File: src/rtl/iedi_pkg.sv
// ----------------------------------------------------------------------------
// iedi_pkg - shared definitions for the edge density integral image
// Frame limits, field widths, Gaussian weights, the command item passed from
// the front part to the back part, and the frame size clamps.
// ----------------------------------------------------------------------------
`default_nettype none

package iedi_pkg;

  localparam int MAX_WIDTH  = 1024;
  localparam int MAX_HEIGHT = 1024;

  localparam int COL_W = $clog2(MAX_WIDTH);
  localparam int ROW_W = $clog2(MAX_HEIGHT);
  localparam int WD_W  = $clog2(MAX_WIDTH + 1);
  localparam int HD_W  = $clog2(MAX_HEIGHT + 1);

  localparam int PIX_W     = 8;
  localparam int CFG_W     = 11;
  localparam int CFG_IDX_W = 2;
  localparam int POS_OUT_W = 10;
  localparam int SUM_W     = 32;
  localparam int GRAD_W    = 11;  // |gx|+|gy| tops out at 2040
  localparam int MIN_DIM   = 5;

  localparam logic [CFG_W-1:0] DIM_RESET = 11'd1024;

  localparam logic [CFG_IDX_W-1:0] REG_FRAME_WIDTH  = 2'd0;
  localparam logic [CFG_IDX_W-1:0] REG_FRAME_HEIGHT = 2'd1;

  localparam int QUEUE_DEPTH = 16;
  localparam int QPTR_W      = $clog2(QUEUE_DEPTH);
  localparam int QCNT_W      = $clog2(QUEUE_DEPTH + 1);

  // blur arithmetic: row sums, total, reciprocal of 159 (exact for totals < 2^16)
  localparam int ROW_SUM_W   = 14;
  localparam int BLUR_SUM_W  = 16;
  localparam int RECIP_W     = 17;
  localparam int RECIP_SHIFT = 24;
  localparam logic [RECIP_W-1:0] RECIP_159 = 17'd105518;

  localparam logic [3:0] GAUSS_W [5][5] = '{
    '{4'd2, 4'd4,  4'd5,  4'd4, 4'd2},
    '{4'd4, 4'd9,  4'd12, 4'd9, 4'd4},
    '{4'd5, 4'd12, 4'd15, 4'd12, 4'd5},
    '{4'd4, 4'd9,  4'd12, 4'd9, 4'd4},
    '{4'd2, 4'd4,  4'd5,  4'd4, 4'd2}
  };

  // 3x3 blur neighbourhood, [row][col], row 0 on top
  typedef logic [2:0][2:0][PIX_W-1:0] win3_t;

  typedef struct packed {
    win3_t             gw;
    logic [COL_W-1:0]  pc;
    logic [ROW_W-1:0]  pr;
    logic              col_flush;
    logic              row_flush;
    logic [WD_W-1:0]   w;
    logic [HD_W-1:0]   h;
  } cmd_t;

  function automatic logic [WD_W-1:0] clamp_w(input logic [CFG_W-1:0] v);
    logic [WD_W-1:0] res;
    if (32'(v) < MIN_DIM) res = WD_W'(MIN_DIM);
    else if (32'(v) > MAX_WIDTH) res = WD_W'(MAX_WIDTH);
    else res = WD_W'(v);
    return res;
  endfunction

  function automatic logic [HD_W-1:0] clamp_h(input logic [CFG_W-1:0] v);
    logic [HD_W-1:0] res;
    if (32'(v) < MIN_DIM) res = HD_W'(MIN_DIM);
    else if (32'(v) > MAX_HEIGHT) res = HD_W'(MAX_HEIGHT);
    else res = HD_W'(v);
    return res;
  endfunction

endpackage

`default_nettype wire

File: src/rtl/iedi_cmd_fifo.sv
// ----------------------------------------------------------------------------
// iedi_cmd_fifo - command queue between front and back
// Register based FIFO with fill count; head visible without a read cycle.
// ----------------------------------------------------------------------------
`default_nettype none

module iedi_cmd_fifo (
  input  logic                         clk,
  input  logic                         rst,
  input  logic                         push,
  input  iedi_pkg::cmd_t               push_cmd,
  input  logic                         pop,
  output iedi_pkg::cmd_t               head,
  output logic                         not_empty,
  output logic [iedi_pkg::QCNT_W-1:0]  count
);

  localparam int PTW = iedi_pkg::QPTR_W;
  localparam int CTW = iedi_pkg::QCNT_W;

  iedi_pkg::cmd_t mem [iedi_pkg::QUEUE_DEPTH];
  logic [PTW-1:0] wr_ptr, rd_ptr;
  logic           do_push, do_pop;

  assign not_empty = (count != '0);
  assign do_push   = push && (count != CTW'(iedi_pkg::QUEUE_DEPTH));
  assign do_pop    = pop && not_empty;
  assign head      = mem[rd_ptr];

  always_ff @(posedge clk) begin
    if (rst) begin
      wr_ptr <= '0;
      rd_ptr <= '0;
      count  <= '0;
    end else begin
      if (do_push) wr_ptr <= PTW'(32'(wr_ptr) + 1 == iedi_pkg::QUEUE_DEPTH ? 0 : 32'(wr_ptr) + 1);
      if (do_pop)  rd_ptr <= PTW'(32'(rd_ptr) + 1 == iedi_pkg::QUEUE_DEPTH ? 0 : 32'(rd_ptr) + 1);
      if (do_push && !do_pop) count <= count + 1'b1;
      else if (do_pop && !do_push) count <= count - 1'b1;
    end
  end

  always_ff @(posedge clk) begin
    if (do_push) begin
      mem[wr_ptr] <= push_cmd;
    end
  end

endmodule

`default_nettype wire

File: config.mk
export PLATFORM = sky130hd
export DESIGN_NAME = iedi_cmd_fifo
export DESIGN_NICKNAME = d
export VERILOG_FILES = /design/src/rtl/iedi_pkg.sv /design/src/rtl/iedi_cmd_fifo.sv
export SDC_FILE = /design/constraint.sdc
export NUM_CORES = 1
export LEC_CHECK = 0
export BUFFER_PORTS_ARGS = -buffer_cell sky130_fd_sc_hd__buf_4
export CAP_MARGIN = 30
export CORE_MARGIN = 2
export CORE_UTILIZATION = 63
export CTS_BUF_LIST = sky130_fd_sc_hd__clkbuf_8
export CTS_CLUSTER_DIAMETER = 120
export DETAILED_ROUTE_END_ITERATION = 7
export PLACE_DENSITY = 0.84
export SYNTH_ARGS = -nofsm -noshare
export SYNTH_HDL_FRONTEND = slang
export SYNTH_SLANG_ARGS = --single-unit
export TNS_END_PERCENT = 5
File: constraint.sdc
create_clock -name clk -period 24.6 [get_ports clk]
set_input_delay 1.23 -clock clk [delete_from_list [all_inputs] [get_ports clk]]
set_output_delay 1.23 -clock clk [all_outputs]
set_load 0.02 [all_outputs]
==> run metrics, run 1 <==
Starting Density=about 64%; max-cap violations=0; total CTS buffers=300; core footprint=111000 µm²; Worst R2R Start=count[0]; setup TNS=0 ns; hpwl dp=a little over 80000 µm; Netlist cell types=37; most frequent cell after synthesis=edfxtp_1; max-slew violations=0; Tmin final=5.80 ns; htree depth=5; clk sinks=1873; share of layout cells above drive strength 1=30.6%; Worst IR Drop VDD=between 0.1 and 0.15 mV; syn avg cell area=approximately 24 µm²; gr ovfl total=0; Setup CP Type=flip-flop to output port; asr flop ratio synth=0%; row cnt=122; largest net degree at the start of global routing=~190; root cell of the clock tree=clkbuf_8; HP Class=flip-flop to flip-flop; dpl cell area=about 74000 µm²; post-synth net total=approximately 3.1k; All-Layer GR Usage=between 20 and 30%; mapped cell area=~70000 µm²; final hold vios=0; antenna violations before repair=16; Pleak=25.5 nW; post-route ant nets=0; Post-synth top cells=edfxtp_1, mux4_2, a22oi_1, nand2_1, mux4_1; cell area after layout=79500 µm²; die outline width=338 µm; clk_lat worst skew=between 0.9 and 1 ns; Ports=around 240; worst hold start=rd_ptr[3]; status=complete, no violations; TritonCTS clock tree=built; Crit Path Max Fanout=47; Final Setup Violations=0; Die Footprint=between 100000 and 150000 µm²; Critical Path Sink Type=output port; post-CTS sizing=0; drt drc=0; Starting DRT DRC Count=between 4k and 5k; WP data required=~23 ns; critical path launch point type=flip-flop; nets@finish=around 3.5k; worst-margin pin slew=between 1 and 1.5 ns; clk slew on worst S/H paths=~0.060 ns; via/cell ratio=~6.7; Layout Area Growth over Synthesis=12.8%; Die Y=338 µm; Final Skew=0.112 ns; cell mode on critical path=buf_4; top cell type's share of synthesized area=between 70% and 80%; Post-CTS Setup Bufs=0; period utilization=between 20% and 30%; synthesized instance count=around 2.9k; # port buffers=241; Arr. time, crit path=approximately 4.6 ns; slowest cell delay on critical path=between 0.8 and 0.9 ns; FMAX=between 150 and 200 MHz; most common flop cell mapped by yosys=edfxtp_1; vias in the first global route=between 30k and 40k; leading area contributor after synthesis=edfxtp_1; Area contributors post-synth=edfxtp_1, mux4_2, a22oi_1; slew margin rel.=~20%; first-pass GRT wire length=about 240000 µm; Max clock buf depth=4; routed len/inst=between 30 and 40 µm; slowest CP cell=dfxtp_4; yosys synthesis warning count=0; routability cong.=0.745; PwrDens=roughly 98 nW/µm²; CTS Hold Bufs=0; drt first pass iters=5; RSZ-0062 raised after global routing=no; Post-Route WL=around 160000 µm; sequential fraction of the synthesis area=79.6%; CP cell instances=buf_4 > buf_16 > buf_4 > buf_12 > mux4_1 > a22oi_1 > nand2_1 > buf_4; FF+latch count, synth=1873; Post-synth EDFFs=1856; DR vias=between 30k and 40k
## registers in the layout, summed over array words and instances (netlist names), named ones only
register,flops
count,5
mem,1856
rd_ptr,4
wr_ptr,4
## critical path, delay by kind of cell (launching register included)
| family | cells | cell delay (ns) |
|---|---|---|
| buf+inv | 5 | 1.74 |
| flops | 1 | 0.81 |
| mux | 1 | 0.58 |
| compound gates | 1 | 0.25 |
| simple gates | 1 | 0.18 |
## per-layer routing
| metal | share of wire [%] | wire length, µm | global-route usage (%) | vias up |
|---|---|---|---|---|
| li1 | - | - | - | 13700 |
| met1 | 34 | 56000 | 37.6 | 17600 |
| met2 | 52 | 84000 | 47.0 | 2278 |
| met3 | 11 | 17400 | 6.65 | 353 |
| met4 | 3.3 | 5330 | 11.2 | 12 |
| met5 | 0.041 | 67 | 0 | - |
## final cells by class
type / count / area (µm²)
clock inverter: 201 / 1100
timing repair buffer: 316 / 2660
inverter: 9 / 33.8
fill: 5867 / 31300
clock buffer: 305 / 4200
multi-input combinational: 896 / 13500
antenna: 14 / 35.0
sequential: 1873 / 56100
tap: 1488 / 1860
## placed cells by master (no fill, tap or decap), drive strengths merged, types with 10 or more instances in the layout
master / count
edfxtp: 1856
mux4: 464
buf: 316
clkbuf: 305
a22oi: 232
nand2: 120
inv: 103
clkinv: 88
nor2: 20
dfxtp: 17
diode: 14
clkinvlp: 10
## cell families (layout without fill, tap and decap cells)
| logic type | count (synthesis) | in the layout | share of synthesized area [%] |
|---|---|---|---|
| AO/OA/AOI/OAI | 245 | 245 | 2.60 |
| XOR/XNOR | 8 | 8 | 0.0994 |
| adder cells (fa/ha/maj) | 10 | 10 | 0.188 |
| buffers and inverters | 168 | 831 | 1.35 |
| flip-flops | 1873 | 1873 | 79.6 |
| multiplexers | 467 | 467 | 15.2 |
| other | 0 | 14 | 0 |
| AND/OR/NAND/NOR | 166 | 166 | 0.989 |
## worst paths after layout
path	endpoint	depth (start not counted)	slack [ns]
worst min register to register	flip-flop	2	0.53
worst max register to register	mem[11][79]	6	20.54
worst min-delay path	flip-flop	2	0.53
worst max-delay path	head[2]	8	18.80
## where the power goes
group / switching [mW] / internal [mW]
clock: 1.16 / 1.24
sequential: 0.0495 / 3.61
combinational: 0.909 / 0.837
total: 2.12 / 5.70
## per-stage QoR
stage	instances	hold WS (ns)	util [%]	power (mW)	setup slack [ns]
3_3_place_gp	4569	0.498	66.6	5.38	19.17
6_report	5102	0.531	71.8	7.81	18.80
5_1_grt	5098	0.524	71.7	8.09	18.42
3_5_place_dp	4577	0.512	66.8	5.46	19.43
2_1_floorplan	2937	0.476	-	5.00	11.49
4_1_cts	5083	0.464	71.6	7.83	18.45
(Power assumes the default switching activity.)
==> run 2, diff against run 1 <==
clock period = 5.6 ns   (was 24.6 ns; I/O delays follow)
==> run 2 against run 1 <==
Die area stayed put. Non-clock buffer count is 109 higher. Design area is 1.5% higher. Clock skew is 0.037 ns lower. Global-route usage is 0.48 points higher. Total power grew to 4.4 times the previous value. Wire length is 0.97% higher. Register-to-register slack worse by 18 ns. Sequential power grew to 4.4 times the previous value. Sequential share of layout area is 1.1 points lower. Combinational power grew to 4.4 times the previous value. Critical endpoint is now head[102].
==> run metrics, run 2 (synthesis results as in run 1) <==
post-CTS sizing=0; Critical Path Sink Type=output port; Arr. time, crit path=3.85 ns; Starting Density=between 60% and 70%; Die Footprint=~110000 µm²; CTS Hold Bufs=120; clk slew on worst S/H paths=around 0.06 ns; WP data required=around 5.3 ns; die outline width=approximately 340 µm; Post-Route WL=between 150000 and 200000 µm; Final Non-Filler Cells=around 5.2k; largest net degree at the start of global routing=between 100 and 150; Die Y=approximately 340 µm; Reg with most FFs=mem; pre-CTS setup slack=approximately 2.4 ns; Max clock buf depth=4; Tmin final=4.13 ns; total CTS buffers=300; Final WS setup=~1.5 ns; TritonCTS clock tree=built; Regs by FF count=mem x1856, count x5; max-cap violations=0; slew margin rel.=about 30%; area of the multi-input gates=between 10000 and 15000 µm²; Crit Path Max Fanout=45; antenna violations before repair=13; status=complete, no violations; first-pass GRT wire length=between 200000 and 250000 µm; clk sinks=about 1.9k; Post-CTS Setup Bufs=0; share of layout cells above drive strength 1=between 20% and 30%; core footprint=111000 µm²; final hold vios=0; routed len/inst=around 32 µm; routability cong.=around 0.76; Starting DRT DRC Count=between 4k and 5k; PwrDens=425 nW/µm²; Final Util=approximately 73%; worst-margin pin slew=1.05 ns; DR vias=around 35k; Worst IR Drop VDD=approximately 0.35 mV; clk_lat worst skew=around 0.95 ns; FMAX=roughly 240 MHz; Worst R2R Start=count[0]; nets@finish=between 3k and 4k; Ports=between 200 and 250; Pleak=~26 nW; via/cell ratio=6.67; RSZ-0062 raised after global routing=no; critical path launch point type=flip-flop; Final Setup Violations=0; Sequential cell area=56100 µm²; period utilization=between 70% and 80%; gr ovfl total=0; drt first pass iters=6; # port buffers=241; max-slew violations=0; Layout Area Growth over Synthesis=14.6%; drt drc=0; max reg flops=~1.9k; # fillers=around 5.6k; htree depth=5; most common cell after layout, fill and taps aside=edfxtp_1; Setup CP Type=flip-flop to output port; All-Layer GR Usage=between 20% and 30%; post-route ant nets=0; row cnt=between 100 and 150; worst hold start=push_cmd[4]; vias in the first global route=between 30k and 40k; root cell of the clock tree=clkbuf_8; Final Skew=between 0.07 and 0.08 ns; hpwl dp=between 80000 and 90000 µm; HP Class=input port to flip-flop; DP Cell Count=approximately 4.6k; most frequent cells in the layout=edfxtp_1, mux4_2, clkbuf_8
[run 2: worst paths after layout]
check	to	slack (ns)	cells after the start
max	head[102]	1.47	6
min	mem[14][4]	0.20	2
max reg2reg	count[4]	2.22	10
min reg2reg	rd_ptr[3]	0.57	2
[run 2: cell type report]
type | count | area share [%]
multi-input combinational | 896 | 16.8
clock inverter | 197 | 1.22
sequential | 1873 | 69.5
clock buffer | 308 | 5.25
tap | 1488 | 2.31
inverter | 9 | 0.0418
timing repair buffer | 425 | 4.87
antenna | 6 | 0.0186
[run 2: worst max-delay path: stages, from the launching register on]
cell and delay (ns):
dfxtp_4 0.86, buf_12 0.42, buf_4 0.46, mux4_2 0.58, a22oi_1 0.28, nand2_1 0.10
buf_4 0.17
[run 2: stage by stage]
step | hold WS, ns | total power, mW | setup TNS, ns | instance area [µm²]
final | 0.198 | 34.3 | 0 | 80700
after global routing | 0.174 | 35.5 | 0 | 80700
after CTS | 0.128 | 34.5 | 0 | 80700
after detailed placement | 0.539 | 24.1 | 0 | 74200
after global placement | 0.501 | 23.8 | 0 | 74000
after floorplan | 0.349 | 21.9 | -1442.91 | 70500
[run 2: metal layers]
metal  routed length [µm]  vias up  track usage, %
met4                 5820       14            11.2
met3                17600      394            6.13
li1                     -    13900               -
met1                56400    17800            38.3
met5                   92        -               0
met2                84500     2555            48.3
[run 2: where the power goes]
group / internal (mW) / switching [mW]
clock: 5.36 / 5.04
combinational: 3.66 / 4.11
sequential: 15.9 / 0.262
total: 24.9 / 9.41
